<file path="src/design/mfs_pkg.sv">
// shared types and constants for the mingru forward scan block
package mfs_pkg;

	localparam int unsigned IDX_W  = 10;
	localparam int unsigned DATA_W = 16;
	localparam int unsigned NUM_W  = 64;
	localparam int unsigned DEN_W  = 32;
	localparam int unsigned CNT_W  = 7;

	localparam logic [31:0] Q30_ONE = 32'h4000_0000;
	localparam logic [31:0] LN2_Q30 = 32'd744261118;
	localparam logic [15:0] H_MAX   = 16'd16384;

	// floor(2^37 / ln2 in q30): quotient estimate low by at most one
	localparam logic [7:0]  RED_M   = 8'd184;

	// all-ones reciprocal base for the small horner divisors, scaled by 2^33
	localparam logic [32:0] RK_BASE = 33'h1_FFFF_FFFF;

	// numerator bit count of the sigmoid reciprocal division
	localparam logic [CNT_W-1:0] NB_SIG = 7'd61;

	localparam logic [2:0] HORNER_TOP = 3'd6;

	// one classified time step
	typedef struct packed {
		logic [IDX_W-1:0]  sidx;
		logic              first;
		logic              gneg;
		logic [DATA_W-1:0] gabs;
		logic              cneg;
		logic [DATA_W-1:0] cabs;
	} item_t;

	// divider request, numerator left aligned
	typedef struct packed {
		logic             start;
		logic [NUM_W-1:0] num;
		logic [CNT_W-1:0] nb;
		logic [DEN_W-1:0] den;
	} div_req_t;

	typedef struct packed {
		logic             done;
		logic [NUM_W-1:0] quot;
		logic [DEN_W-1:0] rem;
	} div_rsp_t;

endpackage

</file>
<file path="src/design/mfs_front.sv">
// front end: accepts time steps, splits sign and magnitude, queues them
module mfs_front (
	input  logic                clk,
	input  logic                arst_n,
	input  logic                in_valid,
	output logic                in_ready,
	input  logic [9:0]          stream_index,
	input  logic                first_step,
	input  logic signed [15:0]  gate_pre,
	input  logic signed [15:0]  cand_pre,
	input  logic                clearing,
	output logic                item_valid,
	output mfs_pkg::item_t      item,
	input  logic                item_pop
);

	mfs_pkg::item_t slot_q [2];
	mfs_pkg::item_t cls;
	logic       wptr_q;
	logic       rptr_q;
	logic [1:0] cnt_q;
	logic       push;

	// classify the incoming transaction
	always_comb begin
		cls.sidx  = stream_index;
		cls.first = first_step;
		cls.gneg  = gate_pre[15];
		cls.gabs  = gate_pre[15] ? 16'(-gate_pre) : 16'(gate_pre);
		cls.cneg  = cand_pre[15];
		cls.cabs  = cand_pre[15] ? 16'(-cand_pre) : 16'(cand_pre);
	end

	assign in_ready   = (cnt_q != 2'd2) && !clearing;
	assign push       = in_valid && in_ready;
	assign item_valid = (cnt_q != 2'd0);
	assign item       = slot_q[rptr_q];

	// two-entry queue storage
	always_ff @(posedge clk) begin
		if (push) begin
			slot_q[wptr_q] <= cls;
		end
	end

	// queue pointers and fill
	always_ff @(posedge clk or negedge arst_n) begin
		if (!arst_n) begin
			wptr_q <= 1'b0;
			rptr_q <= 1'b0;
			cnt_q  <= 2'd0;
		end else begin
			if (push) wptr_q <= ~wptr_q;
			if (item_pop) rptr_q <= ~rptr_q;
			case ({push, item_pop})
				2'b10:   cnt_q <= cnt_q + 2'd1;
				2'b01:   cnt_q <= cnt_q - 2'd1;
				default: cnt_q <= cnt_q;
			endcase
		end
	end

endmodule

</file>
<file path="config.mk">
export PLATFORM = sky130hd
export DESIGN_NAME = mfs_front
export DESIGN_NICKNAME = d
export VERILOG_FILES = /design/src/design/mfs_pkg.sv /design/src/design/mfs_front.sv
export SDC_FILE = /design/constraint.sdc
export NUM_CORES = 1
export LEC_CHECK = 0
export ABC_AREA = 1
export ABC_CLOCK_PERIOD_IN_PS = 3600
export BUFFER_PORTS_ARGS = -buffer_cell sky130_fd_sc_hd__buf_4
export CORE_UTILIZATION = 54
export DETAILED_ROUTE_END_ITERATION = 6
export GPL_TIMING_DRIVEN = 0
export MAX_ROUTING_LAYER = met4
export PLACE_DENSITY = 0.76
export RECOVER_POWER = 100
export SLEW_MARGIN = 20
export SYNTH_ARGS = -nofsm -noshare
export SYNTH_HDL_FRONTEND = slang
export SYNTH_SLANG_ARGS = --single-unit
</file>
<file path="constraint.sdc">
create_clock -name clk -period 3.6 [get_ports clk]
set_input_delay 0.18 -clock clk [delete_from_list [all_inputs] [get_ports clk]]
set_output_delay 0.18 -clock clk [all_outputs]
set_load 0.1 [all_outputs]
</file>
==> impl_metrics.json <==
{
  "netlist_area_um2": 4330,
  "routabilityCongestion": 0.8423,
  "synth_area_leader_cell": "edfxtp_1",
  "crit_chain": "buf_6 -> clkbuf_1 -> mux2_2 -> clkbuf_1",
  "via_per_inst": 5.074,
  "min_delay_worst_endpoint": "slot_q[0][16]$_DFFE_PP_",
  "crit_fanout": 10,
  "grt_pass1_wl_um": 13010,
  "critPathRequiredTime_ps": 3420,
  "slowest_delay_ps": 870,
  "cts_tree": "yes",
  "r2r_setup_slack_ps": 1080,
  "mostFrequentLayoutCell": "edfxtp_1",
  "ir_worst_vdd_mv": 0.3770,
  "yosysSeqAreaShare_pct": 64.72,
  "cts_root_buf": "clkbuf_8",
  "cts_setup_buffers": 0,
  "cts_made_buffers": 9,
  "finalCriticalPeriod_ps": 2671,
  "grt_setup_unrepaired": "false",
  "clock_path_buffers": 2,
  "grt-ovfl-total": 0,
  "die_area_um2": 8381,
  "worstReg2RegStart": "cnt_q[0]$_DFFE_PN0P_",
  "maxCapViolCount": 0,
  "hpwl_um": 5654,
  "slowest_stage": "clkbuf_1",
  "rr_endpoint": "slot_q[1][15]$_DFFE_PP_",
  "postSynthCellCount": 341,
  "grt_usage_pct": 21.28,
  "io_pins": 95,
  "worst-path-buf-inv": 3,
  "fp.dieH_um": 91.55,
  "hold_start": "cand_pre[15]",
  "syn-num-nets": 392,
  "fin_cells": 571,
  "ys_warn_count": 0,
  "fin_nets": 515,
  "first_global_vias": 2819,
  "final-hold-violation-count": 0,
  "coreArea_um2": 7727,
  "path_class": "reg -> out",
  "p_total_mw": 4.480,
  "period_share_pct": 74.20,
  "end_kind": "output pin",
  "dr.pass1.iters": 4,
  "netlist_top_cells_area": "edfxtp_1 (62%), mux2_2 (12%), nand2_1 (6.5%), inv_1 (2.3%), dfrtp_1 (2.3%)",
  "num_antenna_cells": 0,
  "yosys_register_bits": 94,
  "io_buffers": 94,
  "layout_common_cells": "edfxtp_1 (90), nand2_1 (79), clkbuf_1 (52)",
  "cts_resized": 0,
  "dpl_cell_area_um2": 5254,
  "die_x_um": 91.55,
  "grt_max_degree": 26,
  "clock_sinks": 94,
  "powerDensity_nw_per_um2": 831.2,
  "drive_gt1_share_pct": 25.37,
  "fmax_ghz": 0.3744,
  "cp_common_cell": "clkbuf_1",
  "wl_per_cell_um": 14.00,
  "min_path_cells": 1,
  "synth.avg_cell_area_um2": 12.70,
  "arrival_ps": 2490,
  "status": "finished, final reports clean",
  "final-max-slew-violation-count": 0,
  "cp_top_family": "buffers and inverters",
  "slew_headroom_pct": 17.63,
  "startpoint_type": "flip-flop",
  "num_vias": 2897,
  "synth_top_cell_area_share_pct": 62.41,
  "finish.instance_area_um2": 5390,
  "worst_pin_slew_ps": 1231,
  "hp-class": "in -> reg",
  "postRouteAntennaNets": 0,
  "r2r_cells": 6,
  "synth.distinct_cells": 23,
  "nFillCells": 614,
  "row_count": 32,
  "drc": 0,
  "wl_um": 7995,
  "crit_path_start": "rptr_q$_DFFE_PN0P_",
  "leakagePower_nw": 2.090,
  "syn2layout_area_growth_pct": 24.47,
  "setup_viol": 0,
  "clk_pin_slew_worst_paths_ps": 90,
  "clkLatencyLatePin_ps": 350,
  "whs_ps": 72.09,
  "initial_core_util_pct": 56.04,
  "h-tree-depth": 3,
  "antenna_found_initial": 0,
  "fin_worst_skew_ps": 9.468,
  "dp_cells": 540,
  "tns_ps": 0,
  "drtIter0Drc": 75
}
## timing repair
action,CTS,global route
hold buffers,15,0
hold endpoints to repair,29,0
setup endpoints to repair,0,0
## per-stage QoR
stage | worst slack [ps] | utilization, %
after CTS | 1575 | 72.85
after detailed placement | 1600 | 67.99
final | 928.9 | 69.75
after floorplan | -463.5 | -
after global placement | -604.0 | 66.82
after global routing | 815.6 | 69.75
## cells by family after synthesis
kind of cell | share of synthesized area (%)
flip-flops | 64.72
adder cells (fa/ha/maj) | 0.8669
AND/OR/NAND/NOR | 14.01
multiplexers | 11.70
XOR/XNOR | 2.832
AO/OA/AOI/OAI | 1.618
buffers and inverters | 4.247
## cells in the mapped netlist, drive strengths merged
master / count
edfxtp: 90
nand2: 81
mux2: 45
nor2: 30
inv: 27
nand3: 17
o21ai: 9
xnor2: 9
buf: 8
nand3b: 5
xor2: 5
dfrtp: 4
nand4: 4
ha: 3
a21oi: 2
clkbuf: 1
nor3: 1
## registers in the layout, summed over array words and instances, names as in the netlist
register,flops
cnt_q,2
rptr_q,1
slot_q,90
wptr_q,1
## area by class of cell
type,instances,area [µm²],area share [%]
multi-input combinational,211,1311,24.33
clock buffer,11,141.4,2.623
clock inverter,5,83.83,1.555
inverter,27,101.3,1.880
buffer,9,75.07,1.393
sequential,94,2803,52.00
timing repair buffer,112,747.0,13.86
tap,102,127.6,2.368
## worst reg2reg max path: cells and delay by family, from the launching register on
family	cells	cell delay, ps
flip-flops	1	410
buffers and inverters	3	500
AND/OR/NAND/NOR	2	1140
AO/OA/AOI/OAI	1	170
## worst max-delay path by stage
stage / to / slack, ps / cells after the start
2_1_floorplan: slot_q[0][0]$_DFFE_PP_ / -460 / 4
3_3_place_gp: slot_q[0][17]$_DFFE_PP_ / -600 / 4
3_5_place_dp: slot_q[0][22]$_DFFE_PP_ / 1600 / 5
4_1_cts: slot_q[0][31]$_DFFE_PP_ / 1580 / 5
5_1_grt: item[38] / 820 / 4
6_report: item[38] / 930 / 4
## metal layers
metal	GRT usage (%)	up-vias	routed length (µm)
met5	-	-	0
met4	9.788	0	181
met3	5.025	15	479
met2	35.21	91	4117
met1	24.58	1364	3216
li1	-	1427	-
## where the power goes
group	internal (mW)	switching [mW]
combinational	0.452	1.85
sequential	1.38	0.0413
clock	0.411	0.349
total	2.24	2.24
Note: power is estimated with default switching activity, not from simulation.
