File: config.mk
export PLATFORM = sky130hd
export DESIGN_NAME = mfs_div
export DESIGN_NICKNAME = d
export VERILOG_FILES = /design/src/design/mfs_pkg.sv /design/src/design/mfs_div.sv
export SDC_FILE = /design/constraint.sdc
export NUM_CORES = 1
export LEC_CHECK = 0
export BUFFER_PORTS_ARGS = -buffer_cell sky130_fd_sc_hd__buf_2
export CORE_MARGIN = 2
export CORE_UTILIZATION = 45
export DETAILED_ROUTE_END_ITERATION = 10
export GPL_ROUTABILITY_DRIVEN = 0
export PLACE_DENSITY_LB_ADDON = 0.1
export RECOVER_POWER = 100
export REMOVE_ABC_BUFFERS = 1
export SYNTH_ARGS = -nofsm -noshare
export SYNTH_HDL_FRONTEND = slang
export SYNTH_SLANG_ARGS = --single-unit
File: constraint.sdc
create_clock -name clk -period 3.7 [get_ports clk]
set_input_delay 1.11 -clock clk [delete_from_list [all_inputs] [get_ports clk]]
set_output_delay 1.11 -clock clk [all_outputs]
set_load 0.01 [all_outputs]
File: src/design/mfs_pkg.sv
// shared types and constants for the mingru forward scan block
package mfs_pkg;

	localparam int unsigned IDX_W  = 10;
	localparam int unsigned DATA_W = 16;
	localparam int unsigned NUM_W  = 64;
	localparam int unsigned DEN_W  = 32;
	localparam int unsigned CNT_W  = 7;

	localparam logic [31:0] Q30_ONE = 32'h4000_0000;
	localparam logic [31:0] LN2_Q30 = 32'd744261118;
	localparam logic [15:0] H_MAX   = 16'd16384;

	// floor(2^37 / ln2 in q30): quotient estimate low by at most one
	localparam logic [7:0]  RED_M   = 8'd184;

	// all-ones reciprocal base for the small horner divisors, scaled by 2^33
	localparam logic [32:0] RK_BASE = 33'h1_FFFF_FFFF;

	// numerator bit count of the sigmoid reciprocal division
	localparam logic [CNT_W-1:0] NB_SIG = 7'd61;

	localparam logic [2:0] HORNER_TOP = 3'd6;

	// one classified time step
	typedef struct packed {
		logic [IDX_W-1:0]  sidx;
		logic              first;
		logic              gneg;
		logic [DATA_W-1:0] gabs;
		logic              cneg;
		logic [DATA_W-1:0] cabs;
	} item_t;

	// divider request, numerator left aligned
	typedef struct packed {
		logic             start;
		logic [NUM_W-1:0] num;
		logic [CNT_W-1:0] nb;
		logic [DEN_W-1:0] den;
	} div_req_t;

	typedef struct packed {
		logic             done;
		logic [NUM_W-1:0] quot;
		logic [DEN_W-1:0] rem;
	} div_rsp_t;

endpackage

File: src/design/mfs_div.sv
// shared restoring divider, one quotient bit per cycle
module mfs_div (
	input  logic               clk,
	input  logic               arst_n,
	input  mfs_pkg::div_req_t  req,
	output mfs_pkg::div_rsp_t  rsp
);

	logic [mfs_pkg::NUM_W-1:0] sh_q;
	logic [mfs_pkg::NUM_W-1:0] quot_q;
	logic [mfs_pkg::DEN_W-1:0] rem_q;
	logic [mfs_pkg::DEN_W-1:0] den_q;
	logic [mfs_pkg::CNT_W-1:0] cnt_q;
	logic                      busy_q;
	logic                      done_q;
	logic [mfs_pkg::DEN_W:0]   trial;
	logic                      fits;

	// one shift-subtract step
	always_comb begin
		trial = {rem_q, sh_q[mfs_pkg::NUM_W-1]};
		fits  = trial >= {1'b0, den_q};
	end

	always_ff @(posedge clk) begin
		if (req.start) begin
			sh_q   <= req.num;
			quot_q <= '0;
			rem_q  <= '0;
			den_q  <= req.den;
		end else if (busy_q) begin
			sh_q   <= {sh_q[mfs_pkg::NUM_W-2:0], 1'b0};
			quot_q <= {quot_q[mfs_pkg::NUM_W-2:0], fits};
			rem_q  <= fits ? mfs_pkg::DEN_W'(trial - {1'b0, den_q})
			               : mfs_pkg::DEN_W'(trial);
		end
	end

	// step counter and done pulse
	always_ff @(posedge clk or negedge arst_n) begin
		if (!arst_n) begin
			cnt_q  <= '0;
			busy_q <= 1'b0;
			done_q <= 1'b0;
		end else if (req.start) begin
			cnt_q  <= req.nb;
			busy_q <= 1'b1;
			done_q <= 1'b0;
		end else if (busy_q) begin
			cnt_q  <= cnt_q - 1'b1;
			busy_q <= (cnt_q != 7'd1);
			done_q <= (cnt_q == 7'd1);
		end else begin
			done_q <= 1'b0;
		end
	end

	assign rsp.done = done_q;
	assign rsp.quot = quot_q;
	assign rsp.rem  = rem_q;

endmodule

==> results.yml, run 1 <==
critical_path:
  cp-start-kind: "input port"
  r2r-end: "rem_q[2]"
  r2r_setup_slack_ps: 460
  critPathRequiredTime_ps: 3630
  regToRegStartpoint: "rem_q[2]"
  cp-endpoint: "sh_q[33]"
  arrival_ps: 3270
  crit_start: "req[103]"
  crit_path_end_kind: "register"
  r2r_cells: 10
  crit_fanout: 64
  path_class: "input port to register"
synth:
  ys_seq_elements: 201
  synth-edff-count: 96
  syn-instance-count: 870
  ys_seq_area_share_pct: 52.3
  netlist.area_leader.share_pct: 29.9
  synthArstFlopShare_pct: 4.48
  netlist_area_um2: 9630
  syn_area_per_cell_um2: 11.1
  synth.area.top_cells: "edfxtp_1 (30%), dfxtp_1 (20%), mux2i_1 (8.6%)"
  yosysWarnings: 0
  yosysTopAreaCell: "edfxtp_1"
  synth_ff_type: "edfxtp_1"
  ys_types: 64
sta:
  setup_viol: 0
  maxSlewHeadroom_pct: -7.72
  finalMaxSlewViolations: 94
  clock.fmax_mhz: 300
  clock-skew-final_ps: 7.57
  hold_viol: 0
  finalCriticalPeriod_ps: 3340
  period_share_pct: 90.2
  fin_ws_ps: 362
  worstMarginPinSlew_ps: 1620
  rsz0062_at_grt: "no"
grt:
  antenna_found_initial: 3
  grt_pass1_vias: 6825
  grt.overflow.total: 0
  grt_max_degree: 66
  grt_usage_pct: 18.8
  grt_pass1_wl_mm: 34.5
pwr:
  combPwrFrac_pct: 10.1
  powerDensity_nw_per_um2: 463
  seqPwrFrac_pct: 48.0
  finalPower_mw: 5.29
  p_sw_share_pct: 23.3
  power_frac_clock_pct: 41.9
  p_leak_nw: 5.02
  p_int_mw: 4.06
  power_switching_mw: 1.23
  irDropWorstVdd_v: 0.000349
cts:
  clkSinkCount: 201
  numCtsBuffers: 23
  clk_pin_slew_ps: 50
  ctsLongestPathBuffers: 3
  root_buffer: "clkbuf_16"
  h-tree-depth: 1
  hold_buffers: 0
  post_cts_buffers: 0
  cts_tree: "yes"
  cts-resized-gates: 0
  worst_skew_pair.late_latency_ps: 510
floorplanning:
  die_h_um: 150
  dieArea_um2: 22600
  core_area_um2: 21000
  num_io_pins: 203
  start_util_pct: 45.8
  fp-row-count: 53
  die_w_um: 150
outcome:
  violations: "capacitance limit, slew limit"
  status: "finished with violations"
placed_design:
  place_ws_ps: 503
  port_buffers: 202
  placed_cell_area_um2: 10800
  dp.final_hpwl_mm: 15.1
finish:
  area_growth_pct: 18.8
  final_common_cell: "clkbuf_1"
  finalNetCount: 1199
  fin_area_um2: 11400
  final_cell_mix: "clkbuf_1 (109), nor2_1 (107), buf_2 (102)"
  layout-drive-gt1-share_pct: 20.1
route:
  drt-initial-drc-count: 303
  ant_nets: 0
  drc: 0
  wirelength_mm: 21.5
  wl_per_cell_um: 15.9
  routed_via_density: 5.14
  vias: 6947
  dr.pass1.iters: 4
run:
  cap_violations: 2
hold_path:
  worstHoldPathType: "register to register"
-- synthesized netlist by cell type, drive strengths merged (2+ instances only) --
| cell | count |
|---|---|
| nand2 | 50 |
| or3 | 3 |
| a32oi | 3 |
| and2 | 3 |
| nor2b | 4 |
| or2 | 2 |
| o311ai | 4 |
| xnor2 | 20 |
| nand3 | 20 |
| dfrtp | 9 |
| edfxtp | 96 |
| dfxtp | 96 |
| inv | 43 |
| o21bai | 3 |
| and3 | 2 |
| mux2i | 83 |
| buf | 21 |
| nor2 | 108 |
| a21boi | 2 |
| a311oi | 5 |
| a211oi | 18 |
| a21oi | 34 |
| nor4 | 4 |
| nand3b | 2 |
| nor3 | 12 |
| mux2 | 63 |
| a31oi | 2 |
| xor2 | 13 |
| o41ai | 2 |
| nand2b | 3 |
| a21o | 10 |
| clkbuf | 27 |
| o211ai | 3 |
| o21ai | 40 |
| nand4 | 5 |
| ha | 34 |
| o31ai | 3 |
| o21a | 5 |
-- per-stage QoR --
step | util [%] | cells | setup TNS [ps] | hold WS [ps]
finish | 54.4 | 1352 | 0 | 502
global route | 54.4 | 1350 | 0 | 536
CTS | 55.1 | 1350 | 0 | 430
detailed placement | 51.6 | 1308 | 0 | 495
global placement | 51.6 | 1308 | 0 | 474
floorplan | - | 822 | -127570 | 510
-- registers in the layout, indices dropped and copies added, names as in the netlist --
signal  flops
quot_q     64
sh_q       64
den_q      32
rem_q      32
cnt_q       7
busy_q      1
done_q      1
-- worst min path at each step --
stage	startpoint	to	slack, ps	cells past startpoint
6_report	rem_q[22]	rem_q[22]	500	2
2_1_floorplan	rem_q[19]	rem_q[19]	510	2
3_5_place_dp	quot_q[63]	quot_q[63]	490	2
5_1_grt	rem_q[15]	rem_q[15]	540	2
4_1_cts	arst_n	cnt_q[5]	430	1
3_3_place_gp	quot_q[63]	quot_q[63]	470	2
-- power by group through the flow --
stage / clock [mW] / combinational [mW] / sequential (mW)
after floorplan: 0 / 0.345 / 2.58
after global placement: 0 / 0.536 / 2.58
after detailed placement: 0 / 0.542 / 2.58
after CTS: 2.29 / 0.543 / 2.54
after global routing: 2.37 / 0.599 / 2.56
final: 2.22 / 0.533 / 2.54
-- layer usage --
| metal | wire [um] | vias up | GRT usage [%] |
|---|---|---|---|
| met5 | 27 | - | 0 |
| met4 | 463 | 4 | 4.39 |
| met3 | 1600 | 37 | 5.88 |
| met2 | 9900 | 157 | 30.8 |
| met1 | 9550 | 3248 | 24.4 |
| li1 | - | 3501 | - |
-- area by class of cell --
cell class                      count  area (um^2)
Timing Repair Buffer              211          946
Clock buffer                       36          674
Multi-Input combinational cell    578         4210
Clock inverter                      6         67.6
Inverter                           43          161
Fill cell                        1970         9580
Sequential cell                   201         5030
Antenna cell                        2         5.00
Tap cell                          275          344
-- logic make-up after synthesis --
group	count (synthesis)	share of synthesized area, %
xor+xnor	33	3.00
mux	146	16.0
buf+inv	91	4.00
fa+ha+maj	35	4.63
simple gates	223	10.4
compound gates	141	9.72
flops	201	52.3
-- critical path, cell delays in order --
cell and delay (ps):
buf_6 170, nor2_1 1000, inv_2 30, clkbuf_2 880
No activity file was read; power rests on OpenSTA's default activity.
==> inputs of run 2 (changes only) <==
--- a/config.mk
+++ b/config.mk
@@ -7,7 +7,7 @@
 export LEC_CHECK = 0
 export BUFFER_PORTS_ARGS = -buffer_cell sky130_fd_sc_hd__buf_2
 export CORE_MARGIN = 2
-export CORE_UTILIZATION = 45
+export CORE_UTILIZATION = 50
 export DETAILED_ROUTE_END_ITERATION = 10
 export GPL_ROUTABILITY_DRIVEN = 0
 export PLACE_DENSITY_LB_ADDON = 0.1
==> run 2 against run 1 <==
Combinational power shrank 2%. Worst hold slack lost 4.7 ps. Largest cell class unchanged. The flow still finishes with violations (capacitance limit, slew limit). Flip-flop and latch count is the same. Critical endpoint is now rem_q[21]. Maximum frequency grew 0.44%. Global-route usage grew 1.2 points. Clock-buffer cell count grew 2. Design area shrank 1.1%.
==> results.yml, run 2 (synthesis results as in run 1) <==
critical_path:
  arrival_ps: 3700
  cp-start-kind: "register"
  r2r_setup_slack_ps: 380
  critPathRequiredTime_ps: 4070
  regToRegStartpoint: "rem_q[1]"
  cp_num_buf_inv: 0
  crit_fanout: 20
  crit_chain: "ha_1 -> nand3_1 -> o21bai_4 -> a211oi_1 -> and4bb_4 -> or2_0 -> o211a_4 -> or2_1 -> o311ai_0"
  critPathMaxStageDelay_ps: 540
  path_class: "register to register"
  r2r-end: "rem_q[21]"
  r2r_cells: 9
  cp_top_family: "compound AO/OA/AOI/OAI gates"
  crit_slowest_cell: "or2_1"
  crit_path_end_kind: "register"
placed_design:
  port_buffers: 202
  dp.final_hpwl_mm: 14.4
  placed_cell_area_um2: 10800
  placed_cells: 1265
floorplanning:
  core_area_um2: 18800
  num_io_pins: 203
  die_w_um: 143
  start_util_pct: 51.3
  die_h_um: 143
  dieArea_um2: 20400
  fp-row-count: 50
hold_path:
  hold_end: "quot_q[63]"
  hold_path_startpoint: "quot_q[63]"
  worstHoldPathType: "register to register"
  holdPathStages: 2
route:
  vias: 6912
  wirelength_mm: 20.8
  drt-initial-drc-count: 312
  ant_nets: 0
  drc: 0
  dr.pass1.iters: 4
  routed_via_density: 5.28
  wl_per_cell_um: 15.9
finish:
  reg_top3: "quot_q x64, sh_q x64"
  layout-drive-gt1-share_pct: 19.2
  final_cell_mix: "clkbuf_1 (111), nor2_1 (107), buf_2 (102)"
  fin_area_um2: 11300
  finalNetCount: 1196
  final_cells: 1309
  final_common_cell: "clkbuf_1"
  area_growth_pct: 17.5
pwr:
  p_leak_nw: 4.97
  powerDensity_nw_per_um2: 454
  irDropWorstVdd_v: 0.000357
cts:
  root_buffer: "clkbuf_16"
  numCtsBuffers: 22
  post_cts_buffers: 0
  ctsLongestPathBuffers: 3
  worst_skew_pair.late_latency_ps: 510
  cts_tree: "yes"
  clk_pin_slew_ps: 60
  cts-resized-gates: 0
  hold_buffers: 0
  clkSinkCount: 201
  h-tree-depth: 1
grt:
  antenna_found_initial: 4
  grt.overflow.total: 0
  grt_pass1_vias: 6721
  grt_usage_pct: 20.0
  grt_max_degree: 66
  grt_pass1_wl_mm: 32.9
outcome:
  status: "finished with violations"
  violations: "capacitance limit, slew limit"
sta:
  clock.fmax_mhz: 301
  clock-skew-final_ps: 15.5
  hold_viol: 0
  setup_viol: 0
  finalCriticalPeriod_ps: 3320
  holdWs_ps: 498
  maxSlewHeadroom_pct: -2.97
  period_share_pct: 89.8
  worstMarginPinSlew_ps: 1540
  finalMaxSlewViolations: 66
  rsz0062_at_grt: "no"
run:
  cap_violations: 1
-- run 2: cell types whose count changed in the layout (fill, tap and decap cells not counted), moves of 2 or more --
cell	before	now
buf_4	4	2
clkbuf_1	109	111
clkbuf_8	5	3
clkinv_2	2	0
diode_2	2	4
o311ai_0	2	4
o311ai_2	2	0
-- run 2: worst register-to-register path, stage by stage, from the launching register on --
cell and delay [ps]:
dfxtp_1 350, ha_1 370, nand3_1 140, o21bai_4 200, a211oi_1 270, and4bb_4 250
or2_0 250, o211a_4 300, or2_1 540, o311ai_0 500
-- run 2: per-layer routing --
| layer | global-route usage [%] | part of all wire, % | wire length, um |
|---|---|---|---|
| met1 | 24.7 | 44 | 9110 |
| met2 | 34.1 | 47 | 9800 |
| met3 | 6.34 | 7.0 | 1460 |
| met4 | 4.79 | 1.8 | 366 |
| met5 | 0 | 0.053 | 11 |
-- run 2: layout make-up --
class / count / area, um^2
Antenna cell: 4 / 10.0
Clock buffer: 38 / 662
Clock inverter: 2 / 33.8
Fill cell: 1631 / 7450
Inverter: 43 / 161
Multi-Input combinational cell: 578 / 4190
Sequential cell: 201 / 5030
Tap cell: 234 / 293
Timing Repair Buffer: 209 / 936
-- run 2: per-stage QoR --
step	TNS (ps)	setup slack, ps	util, %	power (mW)
after floorplan	-127570	-1900	-	2.93
after global placement	0	608	57.4	3.11
after detailed placement	0	522	57.4	3.12
after CTS	0	505	61.1	5.22
after global routing	0	148	60.3	5.37
final	0	377	60.3	5.14
-- run 2: worst max-delay path by stage --
stage | cells after the start | startpoint | slack, ps | end
after floorplan | 2 | busy_q | -1900 | sh_q[0]
after global placement | 12 | sh_q[63] | 610 | rem_q[30]
after detailed placement | 12 | sh_q[63] | 520 | rem_q[30]
after CTS | 12 | sh_q[63] | 500 | rem_q[30]
after global routing | 11 | den_q[2] | 150 | rem_q[2]
final | 9 | rem_q[1] | 380 | rem_q[21]
-- run 2: power by group --
part,leakage [nW],switching [mW],total (mW),internal (mW)
combinational,2.77,0.277,0.525,0.248
sequential,1.87,0.0578,2.54,2.48
clock,0.332,0.854,2.07,1.22
total,4.97,1.19,5.14,3.95
